**src/rtl/mixer_volume_field_writer_defines.svh**
```systemverilog
// Assertion macros shared by the mixer volume field writer.
`ifndef MIXER_VOLUME_FIELD_WRITER_DEFINES_SVH
`define MIXER_VOLUME_FIELD_WRITER_DEFINES_SVH

// Same-cycle implication, sampled on clk and disabled while rst_n is low.
`define MVFW_ASSERT_IMP(label, ante, cons, msg) \
  label: assert property (@(posedge clk) disable iff (!rst_n) (ante) |-> (cons)) \
    else $error(msg);

// Next-cycle implication, sampled on clk and disabled while rst_n is low.
`define MVFW_ASSERT_NXT(label, ante, cons, msg) \
  label: assert property (@(posedge clk) disable iff (!rst_n) (ante) |=> (cons)) \
    else $error(msg);

`endif

```
**src/rtl/mvfw_pkg.sv**
```systemverilog
// Types and fixed field widths shared by the mixer volume field writer.
`timescale 1ns / 1ps
`default_nettype none

package mvfw_pkg;

  // Fixed field widths of a request and of a result.
  localparam int CH_W    = 4;
  localparam int REQ_W   = 8;
  localparam int ADDR_W  = 16;
  localparam int BITS_W  = 5;
  localparam int SHIFT_W = 6;
  localparam int REG_W   = 32;
  localparam int PCTO_W  = 7;
  localparam int FIELD_N = 32;

  // Stream widths.
  localparam int IN_TDATA_W  = 80;
  localparam int IN_TUSER_W  = 2;
  localparam int OUT_TDATA_W = 56;
  localparam int OUT_TUSER_W = 1;

  // One subchannel update request.
  typedef struct packed {
    logic [CH_W-1:0]    channel;
    logic               volume_function;
    logic               relative_mode;
    logic [REQ_W-1:0]   request_value;
    logic [ADDR_W-1:0]  register_address;
    logic [BITS_W-1:0]  field_bits;
    logic [SHIFT_W-1:0] field_shift;
    logic               reversed;
    logic               card_sets_volume;
    logic [REG_W-1:0]   current_register;
    logic               last_subchannel;
  } item_t;

  // One register write result.
  typedef struct packed {
    logic [ADDR_W-1:0] write_address;
    logic [REG_W-1:0]  write_data;
    logic              write_valid;
    logic [PCTO_W-1:0] percent;
  } result_t;

endpackage

`default_nettype wire

```
**src/rtl/mixer_volume_field_writer.sv**
```systemverilog
// One request per cycle while the pipeline is not held by out_tready low on a full result register.
// Stages: input register, percent and product stage, rounding and merge stage, result register.
// The percent store is read and written in the product stage, so back-to-back requests
// to one channel see each other's stored percent.
// Reset clears all valid flags and sets every stored channel percent to minus one.
`timescale 1ns / 1ps
`default_nettype none

`include "mixer_volume_field_writer_defines.svh"

module mixer_volume_field_writer
  import mvfw_pkg::*;
#(
  parameter int CHANNELS       = 16,
  parameter int MAX_PERCENT    = 100,
  parameter int REGISTER_LIMIT = 255,
  parameter int SHIFT_LIMIT    = 31,
  parameter int DATA_WIDTH     = 32
) (
  input  wire logic                   clk,
  input  wire logic                   rst_n,
  input  wire logic                   in_tvalid,
  output logic                        in_tready,
  // channel, request_value, register_address, field_bits, field_shift, reversed,
  // card_sets_volume, current_register, zero padding
  input  wire logic [IN_TDATA_W-1:0]  in_tdata,
  // volume_function, relative_mode
  input  wire logic [IN_TUSER_W-1:0]  in_tuser,
  input  wire logic                   in_tlast,
  output logic                        out_tvalid,
  input  wire logic                   out_tready,
  // write_address, write_data, percent, zero padding
  output logic [OUT_TDATA_W-1:0]      out_tdata,
  // write_valid
  output logic [OUT_TUSER_W-1:0]      out_tuser
);

  localparam int PW   = $clog2(MAX_PERCENT + 1);
  localparam int PR_W = 2 * PW;

  item_t            in_item;
  logic             en_out;
  logic             en2;
  logic             en1;

  logic             s1_valid_r;
  item_t            s1_item_r;
  logic             s2_valid_r;
  item_t            s2_item_r;
  logic             s2_chan_ok_r;
  logic [PW-1:0]    s2_pct_r;
  logic [REG_W-1:0] s2_pq_r;
  logic [PR_W-1:0]  s2_pr_r;
  logic             out_valid_r;
  result_t          out_res_r;

  logic             p_chan_ok;
  logic [PW-1:0]    p_pct;
  logic [REG_W-1:0] p_prod_q;
  logic [PR_W-1:0]  p_prod_r;
  result_t          m_res;

  // Unpack the request.
  always_comb begin
    in_item.channel          = in_tdata[3:0];
    in_item.request_value    = in_tdata[11:4];
    in_item.register_address = in_tdata[27:12];
    in_item.field_bits       = in_tdata[32:28];
    in_item.field_shift      = in_tdata[38:33];
    in_item.reversed         = in_tdata[39];
    in_item.card_sets_volume = in_tdata[40];
    in_item.current_register = in_tdata[72:41];
    in_item.volume_function  = in_tuser[0];
    in_item.relative_mode    = in_tuser[1];
    in_item.last_subchannel  = in_tlast;
  end

  // Pipeline advance: each stage moves when the one after it has room.
  assign en_out    = !out_valid_r || out_tready;
  assign en2       = !s2_valid_r || en_out;
  assign en1       = !s1_valid_r || en2;
  assign in_tready = en1;

  mvfw_percent_unit #(
    .CHANNELS   (CHANNELS),
    .MAX_PERCENT(MAX_PERCENT)
  ) u_percent (
    .clk    (clk),
    .rst_n  (rst_n),
    .item   (s1_item_r),
    .upd_en (s1_valid_r && en2),
    .chan_ok(p_chan_ok),
    .pct    (p_pct),
    .prod_q (p_prod_q),
    .prod_r (p_prod_r)
  );

  mvfw_field_merge #(
    .MAX_PERCENT   (MAX_PERCENT),
    .REGISTER_LIMIT(REGISTER_LIMIT),
    .SHIFT_LIMIT   (SHIFT_LIMIT),
    .DATA_WIDTH    (DATA_WIDTH)
  ) u_merge (
    .item   (s2_item_r),
    .chan_ok(s2_chan_ok_r),
    .pct    (s2_pct_r),
    .prod_q (s2_pq_r),
    .prod_r (s2_pr_r),
    .res    (m_res)
  );

  // Valid flags.
  always_ff @(posedge clk) begin
    if (!rst_n) begin
      s1_valid_r  <= 1'b0;
      s2_valid_r  <= 1'b0;
      out_valid_r <= 1'b0;
    end else begin
      if (en1) begin
        s1_valid_r <= in_tvalid;
      end
      if (en2) begin
        s2_valid_r <= s1_valid_r;
      end
      if (en_out) begin
        out_valid_r <= s2_valid_r;
      end
    end
  end

  // Payload registers.
  always_ff @(posedge clk) begin
    if (en1) begin
      s1_item_r <= in_item;
    end
    if (en2) begin
      s2_item_r    <= s1_item_r;
      s2_chan_ok_r <= p_chan_ok;
      s2_pct_r     <= p_pct;
      s2_pq_r      <= p_prod_q;
      s2_pr_r      <= p_prod_r;
    end
    if (en_out) begin
      out_res_r <= m_res;
    end
  end

  assign out_tvalid = out_valid_r;
  assign out_tdata  = {1'b0, out_res_r.percent, out_res_r.write_data, out_res_r.write_address};
  assign out_tuser  = out_res_r.write_valid;

  // Checks on the pipeline and on the result.
  `MVFW_ASSERT_IMP(a_pct_range, s2_valid_r, 32'(s2_pct_r) <= 32'(MAX_PERCENT), "percent above full scale")
  `MVFW_ASSERT_IMP(a_nowrite_zero, out_tvalid && !out_tuser[0], out_tdata[47:0] == '0, "data on a skipped write")
  `MVFW_ASSERT_IMP(a_ready_empty, !out_valid_r, in_tready, "request refused with an empty result register")
  `MVFW_ASSERT_NXT(a_s1_moves, s1_valid_r && en2, s2_valid_r, "request lost between stages")

endmodule

`default_nettype wire

```
**src/rtl/mvfw_percent_unit.sv**
```systemverilog
// Percent calculation, per-channel percent store and field scaling products.
`timescale 1ns / 1ps
`default_nettype none

module mvfw_percent_unit
  import mvfw_pkg::*;
#(
  parameter int CHANNELS    = 16,
  parameter int MAX_PERCENT = 100
) (
  input  wire logic                       clk,
  input  wire logic                       rst_n,
  input  wire item_t                      item,
  input  wire logic                       upd_en,
  output logic                            chan_ok,
  output logic [$clog2(MAX_PERCENT+1)-1:0] pct,
  output logic [REG_W-1:0]                prod_q,
  output logic [2*$clog2(MAX_PERCENT+1)-1:0] prod_r
);

  localparam int PW          = $clog2(MAX_PERCENT + 1);
  localparam int PSW         = PW + 1;
  localparam int SUM_W       = ((PSW > REQ_W) ? PSW : REQ_W) + 1;
  localparam int STORE_DEPTH = (CHANNELS < 16) ? CHANNELS : 16;
  localparam int IDX_W       = (STORE_DEPTH > 1) ? $clog2(STORE_DEPTH) : 1;
  localparam int PQ_W        = PW + REG_W;
  localparam int PR_W        = 2 * PW;

  logic signed [PSW-1:0]   store_r [STORE_DEPTH];
  logic [IDX_W-1:0]        idx;
  logic signed [SUM_W-1:0] stored_ext;
  logic signed [SUM_W-1:0] req_ext;
  logic signed [SUM_W-1:0] raw;
  logic signed [SUM_W-1:0] clamped;
  logic [REG_W-1:0]        qb_tab [FIELD_N];
  logic [PW-1:0]           rb_tab [FIELD_N];
  logic [PQ_W-1:0]         pq_full;
  logic                    store_wr;

  // Quotient and remainder of each power of two by the full-scale percent.
  for (genvar gi = 0; gi < FIELD_N; gi++) begin : g_tab
    assign qb_tab[gi] = REG_W'((64'd1 << gi) / 64'(MAX_PERCENT));
    assign rb_tab[gi] = PW'((64'd1 << gi) % 64'(MAX_PERCENT));
  end

  assign idx     = item.channel[IDX_W-1:0];
  assign chan_ok = ({4'd0, item.channel} < 8'(CHANNELS));

  // Absolute, relative to the stored percent, or a jump for switch-like functions.
  always_comb begin
    stored_ext = SUM_W'(store_r[idx]);
    req_ext    = SUM_W'($signed(item.request_value));
    if (!item.relative_mode) begin
      raw = req_ext;
    end else if (item.volume_function) begin
      raw = stored_ext + req_ext;
    end else if (req_ext < 0) begin
      raw = '0;
    end else begin
      raw = SUM_W'(MAX_PERCENT);
    end
    if (raw < 0) begin
      clamped = '0;
    end else if (raw > SUM_W'(MAX_PERCENT)) begin
      clamped = SUM_W'(MAX_PERCENT);
    end else begin
      clamped = raw;
    end
  end

  assign pct = clamped[PW-1:0];

  // Partial products of percent times the field maximum, split by the divisor.
  assign pq_full = PQ_W'(pct) * PQ_W'(qb_tab[item.field_bits]);
  assign prod_q  = pq_full[REG_W-1:0];
  assign prod_r  = PR_W'(pct) * PR_W'(rb_tab[item.field_bits]);

  // The percent is stored only by the last subchannel of a volume request.
  assign store_wr = upd_en && chan_ok && item.volume_function && item.last_subchannel;

  always_ff @(posedge clk) begin
    if (!rst_n) begin
      for (int i = 0; i < STORE_DEPTH; i++) begin
        store_r[i] <= '1;
      end
    end else if (store_wr) begin
      store_r[idx] <= $signed({1'b0, pct});
    end
  end

endmodule

`default_nettype wire

```
**src/rtl/mvfw_field_merge.sv**
```systemverilog
// Field value rounding, clamp, reversal and merge into the register word.
`timescale 1ns / 1ps
`default_nettype none

module mvfw_field_merge
  import mvfw_pkg::*;
#(
  parameter int MAX_PERCENT    = 100,
  parameter int REGISTER_LIMIT = 255,
  parameter int SHIFT_LIMIT    = 31,
  parameter int DATA_WIDTH     = 32
) (
  input  wire item_t                         item,
  input  wire logic                          chan_ok,
  input  wire logic [$clog2(MAX_PERCENT+1)-1:0] pct,
  input  wire logic [REG_W-1:0]              prod_q,
  input  wire logic [2*$clog2(MAX_PERCENT+1)-1:0] prod_r,
  output result_t                            res
);

  localparam int PW         = $clog2(MAX_PERCENT + 1);
  localparam int PR_W       = 2 * PW;
  localparam int ROUND_TERM = (MAX_PERCENT >> 1) - 1;
  localparam int BIAS       = 2 * MAX_PERCENT + ROUND_TERM;
  localparam int TW         = $clog2(MAX_PERCENT * MAX_PERCENT + 3 * MAX_PERCENT + 1);
  localparam int SH         = TW + PW;
  localparam int RC_W       = SH + 1;
  localparam int PRODW      = TW + RC_W;
  localparam int QW         = PW + 2;
  localparam int FV_W       = REG_W + 2;
  localparam logic [RC_W-1:0] RECIP =
    RC_W'(((64'd1 << SH) + 64'(MAX_PERCENT) - 64'd1) / 64'(MAX_PERCENT));

  logic [TW-1:0]         t_val;
  logic [PRODW-1:0]      t_prod;
  logic [QW-1:0]         q;
  logic [FV_W-1:0]       fv_raw;
  logic [REG_W-1:0]      maxv;
  logic [REG_W-1:0]      fv_clamp;
  logic [REG_W-1:0]      fv;
  logic [63:0]           mask64;
  logic [63:0]           merged64;
  logic [DATA_WIDTH-1:0] merged_dw;
  logic [63:0]           merged_ext;
  logic                  desc_ok;
  logic [PCTO_W+PW-1:0]  pct_ext;

  // Remainder part of the rounded numerator, kept non-negative by a bias of twice the divisor.
  assign t_val  = TW'(prod_r) + TW'(BIAS) - TW'(pct);
  assign t_prod = PRODW'(t_val) * PRODW'(RECIP);
  assign q      = t_prod[SH +: QW];

  // Rounded field value; a zero percent gives zero before any reversal.
  always_comb begin
    maxv = REG_W'((33'd1 << item.field_bits) - 33'd1);
    if (pct == '0) begin
      fv_raw = '0;
    end else begin
      fv_raw = FV_W'(prod_q) + FV_W'(q) - FV_W'(2);
    end
    if (fv_raw > FV_W'(maxv)) begin
      fv_clamp = maxv;
    end else begin
      fv_clamp = fv_raw[REG_W-1:0];
    end
    fv = item.reversed ? (maxv - fv_clamp) : fv_clamp;
  end

  // Merge the shifted field into the current word, confined to the data width.
  assign mask64     = 64'(maxv) << item.field_shift;
  assign merged64   = (64'(item.current_register) & ~mask64) | (64'(fv) << item.field_shift);
  assign merged_dw  = merged64[DATA_WIDTH-1:0];
  assign merged_ext = 64'(merged_dw);

  assign desc_ok = ({16'd0, item.register_address} <= 32'(REGISTER_LIMIT)) &&
                   (item.field_bits != '0) &&
                   ({26'd0, item.field_shift} <= 32'(SHIFT_LIMIT));

  assign pct_ext = (PCTO_W + PW)'(pct);

  // Result selection: out-of-range channel, card-set percent, field write or none.
  always_comb begin
    res = '0;
    if (chan_ok) begin
      res.percent = pct_ext[PCTO_W-1:0];
      if (item.card_sets_volume) begin
        res.write_address = item.register_address;
        res.write_data    = REG_W'(pct);
        res.write_valid   = 1'b1;
      end else if (desc_ok) begin
        res.write_address = item.register_address;
        res.write_data    = merged_ext[REG_W-1:0];
        res.write_valid   = 1'b1;
      end
    end
  end

endmodule

`default_nettype wire
```
**config.mk**
```make
export PLATFORM = sky130hd
export DESIGN_NAME = mixer_volume_field_writer
export DESIGN_NICKNAME = d
export VERILOG_FILES = /design/src/rtl/mvfw_pkg.sv /design/src/rtl/mixer_volume_field_writer.sv /design/src/rtl/mvfw_percent_unit.sv /design/src/rtl/mvfw_field_merge.sv
export VERILOG_INCLUDE_DIRS = /design/src /design/src/rtl
export SDC_FILE = /design/constraint.sdc
export NUM_CORES = 2
export LEC_CHECK = 0
export BUFFER_PORTS_ARGS = -buffer_cell sky130_fd_sc_hd__buf_2
export CELL_PAD_IN_SITES_DETAIL_PLACEMENT = 0
export CELL_PAD_IN_SITES_GLOBAL_PLACEMENT = 1
export CORE_MARGIN = 2
export CORE_UTILIZATION = 50
export CTS_CLUSTER_DIAMETER = 120
export DETAILED_ROUTE_END_ITERATION = 7
export HOLD_SLACK_MARGIN = 0.02
export PLACE_DENSITY = 0.86
export SETUP_SLACK_MARGIN = 0.05
export SYNTH_ARGS = -nofsm -noshare
export SYNTH_HDL_FRONTEND = slang
export SYNTH_SLANG_ARGS = --single-unit
```
**constraint.sdc**
```tcl
create_clock -name clk -period 19.58 [get_ports clk]
set_input_delay 3.916 -clock clk [delete_from_list [all_inputs] [get_ports clk]]
set_output_delay 3.916 -clock clk [all_outputs]
set_load 0.01 [all_outputs]
```
# Yosys cells after proc, flatten, opt, wreduce, memory -nomap -nowiden
# Memories as Yosys holds them, arrays and structs flattened. A register that Yosys moved wholly into a read port is not among the register bits.
# Index checks and enable logic that the tools add are counted.
[totals]
romBits = 1248
mem_count = 3
word_cells = 93
ramBits = 128
reg_bits = 249
[memory_table]
columns = ["memory", "words", "word_bits", "read_ports", "rd_clocked_by_memory_dff", "write_ports", "line", "text"]
rows = [
  ["(no name shown)", 32, 32, 1, 0, 0, "mvfw_percent_unit.sv:74", "assign pq_full = PQ_W'(pct) * PQ_W'(qb_tab[item.field_bits]);"],
  ["(no name shown)", 32, 7, 1, 0, 0, "mvfw_percent_unit.sv:76", "assign prod_r = PR_W'(pct) * PR_W'(rb_tab[item.field_bits]);"],
  ["u_percent.store_r", 16, 8, 1, 1, 16, "mvfw_percent_unit.sv:29", "logic signed [PSW-1:0] store_r [STORE_DEPTH];"],
]
[op_classes]
muxes = 22
bitwise_logic = 5
addsub = 7
n_shift = 3
n_mul = 3
n_lt_le_gt_ge = 7
n_reduce_logical = 15
[op_table]
columns = ["op", "n"]
rows = [
  ["2-to-1 mux 32 bit", 4],
  ["2-to-1 mux 49 bit", 2],
  ["left shift 32 x 6 -> 32 bit", 2],
  ["2-to-1 mux 7 bit", 5],
  ["greater-than comparator 34 x 32 -> 1 bit", 1],
  ["2-to-1 mux 34 bit", 1],
  ["subtractor 34 x 2 -> 34 bit (second input constant)", 1],
  ["adder 32 x 8 -> 33 bit", 1],
  ["AND 32 bit", 1],
  ["multiplier 7 x 32 -> 32 bit", 1],
  ["inverter 32 bit", 1],
  ["OR 32 bit", 1],
  ["left shift 1 x 5 -> 32 bit (first input constant)", 1],
  ["subtractor 32 x 1 -> 32 bit (second input constant)", 1],
  ["subtractor 32 bit", 1],
  ["multiplier 14 x 13 -> 27 bit (second input constant)", 1],
  ["2-to-1 mux 9 bit", 2],
  ["<= comparator 16 x 8 -> 1 bit (second input constant)", 1],
  ["adder 14 x 8 -> 14 bit (second input constant)", 1],
  ["multiplier 7 x 7 -> 14 bit", 1],
  ["subtractor 14 x 7 -> 14 bit", 1],
  ["adder 8 x 8 -> 9 bit", 1],
  ["greater-than comparator 9 x 8 -> 1 bit (second input constant)", 1],
  ["< comparator 9 x 1 -> 1 bit (second input constant)", 1],
  ["15 further kinds", 28],
]

# Longest topological paths before layout
[depth]
depth_word = 14
mapped_depth = 81
ltp_nobuf = 76

# Hierarchy
# From an unflattened synthesis, not the netlist that was laid out.
[unflattened]
cells_unflattened = 3762
area_unflattened_um2 = 36182.2
[by_module_without_submodules]
columns = ["mod", "area_each_um2", "cells_per_inst", "seq_area_each_um2", "n_inst"]
rows = [
  ["mvfw_field_merge", 14241.2, 2047, 0.0, 1],
  ["mvfw_percent_unit", 13937.1, 1438, 3683.5, 1],
  ["mixer_volume_field_writer", 8003.9, 277, 7927.6, 1],
]

# Worst setup path before layout
# Ideal clock, no wire load.
[synth_timing]
path_kind = "reg-to-reg"
startpoint = "reg s2_pct_r[1]"
endpoint = "reg out_res_r, in the netlist out_tdata[35], data pin"
path_buffers = 4
required_ns = 19.428
path_stages_with_launch = 73
period_less_slack_ns = 16.252
path_slack_ns = 3.328
t_arrival_ns = 16.100
cell_sequence = "edfxtp_1 > ha_1 > inv_1 > ha_1 > inv_1 > fa_1 > inv_1 > a21oi_1 > o21bai_1 > a21oi_1 > o21bai_1 > a211oi_1 > nor2_1 > o21ai_0 > nand2b_1 > xor2_1 > ha_1 > ha_1 > [... 37 more ...] > clkbuf_1 > clkbuf_1 > a21oi_1 > ha_1 > or2_2 > a2111oi_0 > a211oi_1 > a311oi_1 > o21bai_1 > a21oi_1 > xnor2_1 > a22oi_1 > and2_0 > mux4_2 > a221oi_2 > mux2i_1 > or3_1 > a31oi_1"
[synth_between]
elab_chain_cells = 11
word_cells_on_any_way = 12
classes_between = "add/sub (4); mul (1); order compare (1); shift (1); mux (3); bitwise (1); reduce/logical (1)"
[synth_lines]
columns = ["item", "line", "text"]
rows = [
  ["start: declaration", "mixer_volume_field_writer.sv:51", "logic [PW-1:0] s2_pct_r;"],
  ["start signal: assignment", "mixer_volume_field_writer.sv:139", "s2_pct_r <= p_pct;"],
  ["subtractor 14 x 7 -> 14 bit", "mvfw_field_merge.sv:49", "assign t_val = TW'(prod_r) + TW'(BIAS) - TW'(pct);"],
  ["multiplier 14 x 13 -> 27 bit", "mvfw_field_merge.sv:50", "assign t_prod = PRODW'(t_val) * PRODW'(RECIP);"],
  ["adder 32 x 8 -> 33 bit", "mvfw_field_merge.sv:59", "fv_raw = FV_W'(prod_q) + FV_W'(q) - FV_W'(2);"],
  ["subtractor 34 x 2 -> 34 bit", "mvfw_field_merge.sv:59", ""],
  ["2-to-1 mux 34 bit (*)", "mvfw_field_merge.sv:56", "if (pct == '0) begin"],
  ["greater-than comparator 34 x 32 -> 1 bit", "mvfw_field_merge.sv:61", "if (fv_raw > FV_W'(maxv)) begin"],
  ["2-to-1 mux 32 bit (*)", "mvfw_field_merge.sv:61", ""],
  ["subtractor 32 bit", "mvfw_field_merge.sv:66", "fv = item.reversed ? (maxv - fv_clamp) : fv_clamp;"],
  ["2-to-1 mux 32 bit (*)", "mvfw_field_merge.sv:66", ""],
  ["left shift 32 x 6 -> 32 bit (*)", "mvfw_field_merge.sv:71", "assign merged64 = (64'(item.current_register) & ~mask64) | (64'(fv) << item.field_shift);"],
  ["OR 32 bit (*)", "mvfw_field_merge.sv:71", ""],
  ["end signal: assignment", "mixer_volume_field_writer.sv:144", "out_res_r <= m_res;"],
  ["end: declaration", "mixer_volume_field_writer.sv:55", "result_t out_res_r;"],
]
# Mark *: on every way between the ends. The rest lies on a longest branch, timed or not.
# A chain may end at the register's enable or synchronous reset.

# Worst setup path after layout
[layout_timing]
startpoint = "reg s2_pct_r[2]"
endpoint = "reg out_res_r, in the netlist out_tdata[47], data pin"
# Same word-level chain as after synthesis.

==> out/qor.yml <==
drt:
  drtAntennaViolNets: 0
  drc: 0
  vias: 28100
  wl_per_cell_um: 21.0
  drt_iter0_drc: 2612
  via_per_inst: 5.95
  dr.pass1.iters: 6
  drt-total-wl_um: 99200
place:
  dp_hpwl_um: 76300
  gp_congestion: 0.956
  io_buffer_count: 137
synthesis:
  synth_nets: 4285
  ys_seq_elements: 381
  netlist_area_um2: 35000
  async_flop_share: 0
  syn_avg_cell_area_um2: 9.42
  synth_cell_types: 104
  syn_inst: 3715
  synth_flop_cell: "edfxtp_1"
  yosys_warnings: 0
  synth_edf_count: 358
  seq_area_frac_synth: 0.321
clock_network:
  cts-resized-gates: 0
  hold_buffers: 0
  clockBufferDepth: 3
  htree_num_levels: 2
  cts-buffers-inserted: 39
  clockRootBuffer: "clkbuf_16"
  cts_tree: "done"
  cts_setup_buffers: 0
  clock_latency_ps: 580
  clk_pin_slew_ps: 60
  clkSinkCount: 381
floorplanning:
  start_util: 0.507
  row_count: 96
  die_x_um: 268
  core_um2: 68900
  die-area_um2: 72100
  pin_count: 146
  die_h_um: 268
setup_path:
  cpMaxStageDelayCell: "a2111oi_0"
  worstSetupStartpointType: "flip-flop"
  crit_fanout: 13
  cp.arrival_ps: 18830
  worstPathRequired_ps: 20000
  max_stage_delay_ps: 580
  worstSetupPathType: "reg2reg"
  cp-end-kind: "flip-flop"
outcome:
  status: "finished clean"
timing:
  finalSetupViolations: 0
  slew_viol_final: 0
  setup_tns_ps: 0
  clock_skew_ps: 41.3
  slew_headroom: 0.176
  finalCritPeriodShare: 0.940
  rsz0062_at_grt: "false"
  hold_viol_final: 0
  fin_crit_ps: 18410
  timing.fmax_mhz: 54.3
  worst_slew_pin_slew_ps: 1230
global_routing:
  antenna_found_initial: 2
  grt_pass1_vias: 27500
  grt_max_degree: 72
  grt_pass1_wl_um: 155000
  globalRouteTotalUtil: 0.275
  overflow: 0
cells_and_area:
  syn2layout_area_growth_pct: 8.29
  fillerInstances: 6181
  drive_above_1_share: 0.103
  final_nets: 4331
worst_hold_path:
  min_path_type: "reg2reg"
flow_run:
  maxCapViolations: 0
==> cell usage in the layout, fill, tap and decap left out, types with 80 or more instances in the layout <==
cell	netlist	routed
nor2_1	386	383
nand2_1	408	407
fa_1	196	196
nor3_1	82	80
buf_2	7	137
ha_1	287	287
a21oi_1	169	166
inv_1	368	366
xnor2_1	104	103
o21ai_0	174	174
edfxtp_1	358	358
==> stage by stage <==
stage	setup WS [ps]	util	cell area, um^2	hold WS [ps]	std cells
floorplan	3330	-	35000	400	3715
global placement	1150	0.530	36500	400	4651
detailed placement	1040	0.530	36500	405	4651
CTS	975	0.549	37800	415	4723
global route	109	0.549	37900	418	4724
finish	1170	0.549	37900	409	4726
==> routing by layer <==
layer	up-vias	part of all wire	global-route usage
li1	13200	-	-
met1	13600	0.43	0.381
met2	1105	0.47	0.442
met3	218	0.069	0.0379
met4	2	0.037	0.100
met5	-	0.000091	0
==> cell type report <==
cell class                      instances  area, um^2  area share
Tap cell                              931        1160      0.0308
Sequential cell                       381       11200       0.296
Inverter                              377        1420      0.0374
Clock inverter                         22         248     0.00654
Clock buffer                           50        1040      0.0274
Timing Repair Buffer                  192        1100      0.0290
Antenna cell                            3        7.51    0.000198
Multi-Input combinational cell       2770       21700       0.573
==> kinds of logic after synthesis <==
kind of cell	count (synthesis)	synth area share
buffers and inverters	564	0.0613
AND/OR/NAND/NOR	1220	0.158
adder cells (fa/ha/maj)	483	0.215
multiplexers	139	0.0589
AO/OA/AOI/OAI	788	0.152
XOR/XNOR	138	0.0346
other	2	0.000215
flip-flops	381	0.321
==> registers in the layout, indices dropped and copies added, names as in the netlist, named ones only <==
name and flops:
u_percent.store_r 128, s1_item_r 76, s2_item_r 61, out_tdata 55, s2_pq_r 32, s2_pr_r 14
s2_pct_r 7, out_tuser 1, out_tvalid 1, s1_valid_r 1, s2_valid_r 1
==> worst paths after layout <==
path | slack, ps | to | depth (start not counted) | startpoint
max reg2reg | 1170 | out_tdata[47] | 73 | s2_pct_r[2]
min reg2reg | 410 | s2_item_r[23] | 0 | s1_item_r[23]
max | 1170 | out_tdata[47] | 73 | s2_pct_r[2]
min | 410 | s2_item_r[23] | 0 | s1_item_r[23]
==> cells in the mapped netlist (all sizes together), types with 34 or more instances <==
master	instances	area [um^2]
a211oi	40	343
a21o	44	330
a21oi	169	846
a31oi	35	219
and2	44	275
and3	39	250
clkbuf	158	594
edfxtp	358	10800
fa	196	3920
ha	287	3590
inv	370	1390
mux2i	63	631
mux4	51	1150
nand2	408	1530
nand3	63	315
nor2	387	1460
nor2b	57	357
nor3	82	410
o21ai	185	930
xnor2	104	911
xor2	34	298
==> worst max-delay path, delay by kind of cell (launching register included) <==
kind	cells	cell delay (ps)
DFF	1	510
buffers and inverters	8	900
AOI/OAI and AO/OA	37	8950
and+or+nand+nor	14	2790
adders and majority gates	11	4030
xor gates and xnor gates	3	1030
Power is not shown: default switching activity piles up to over one toggle a cycle in this logic, so the estimate is an artifact.
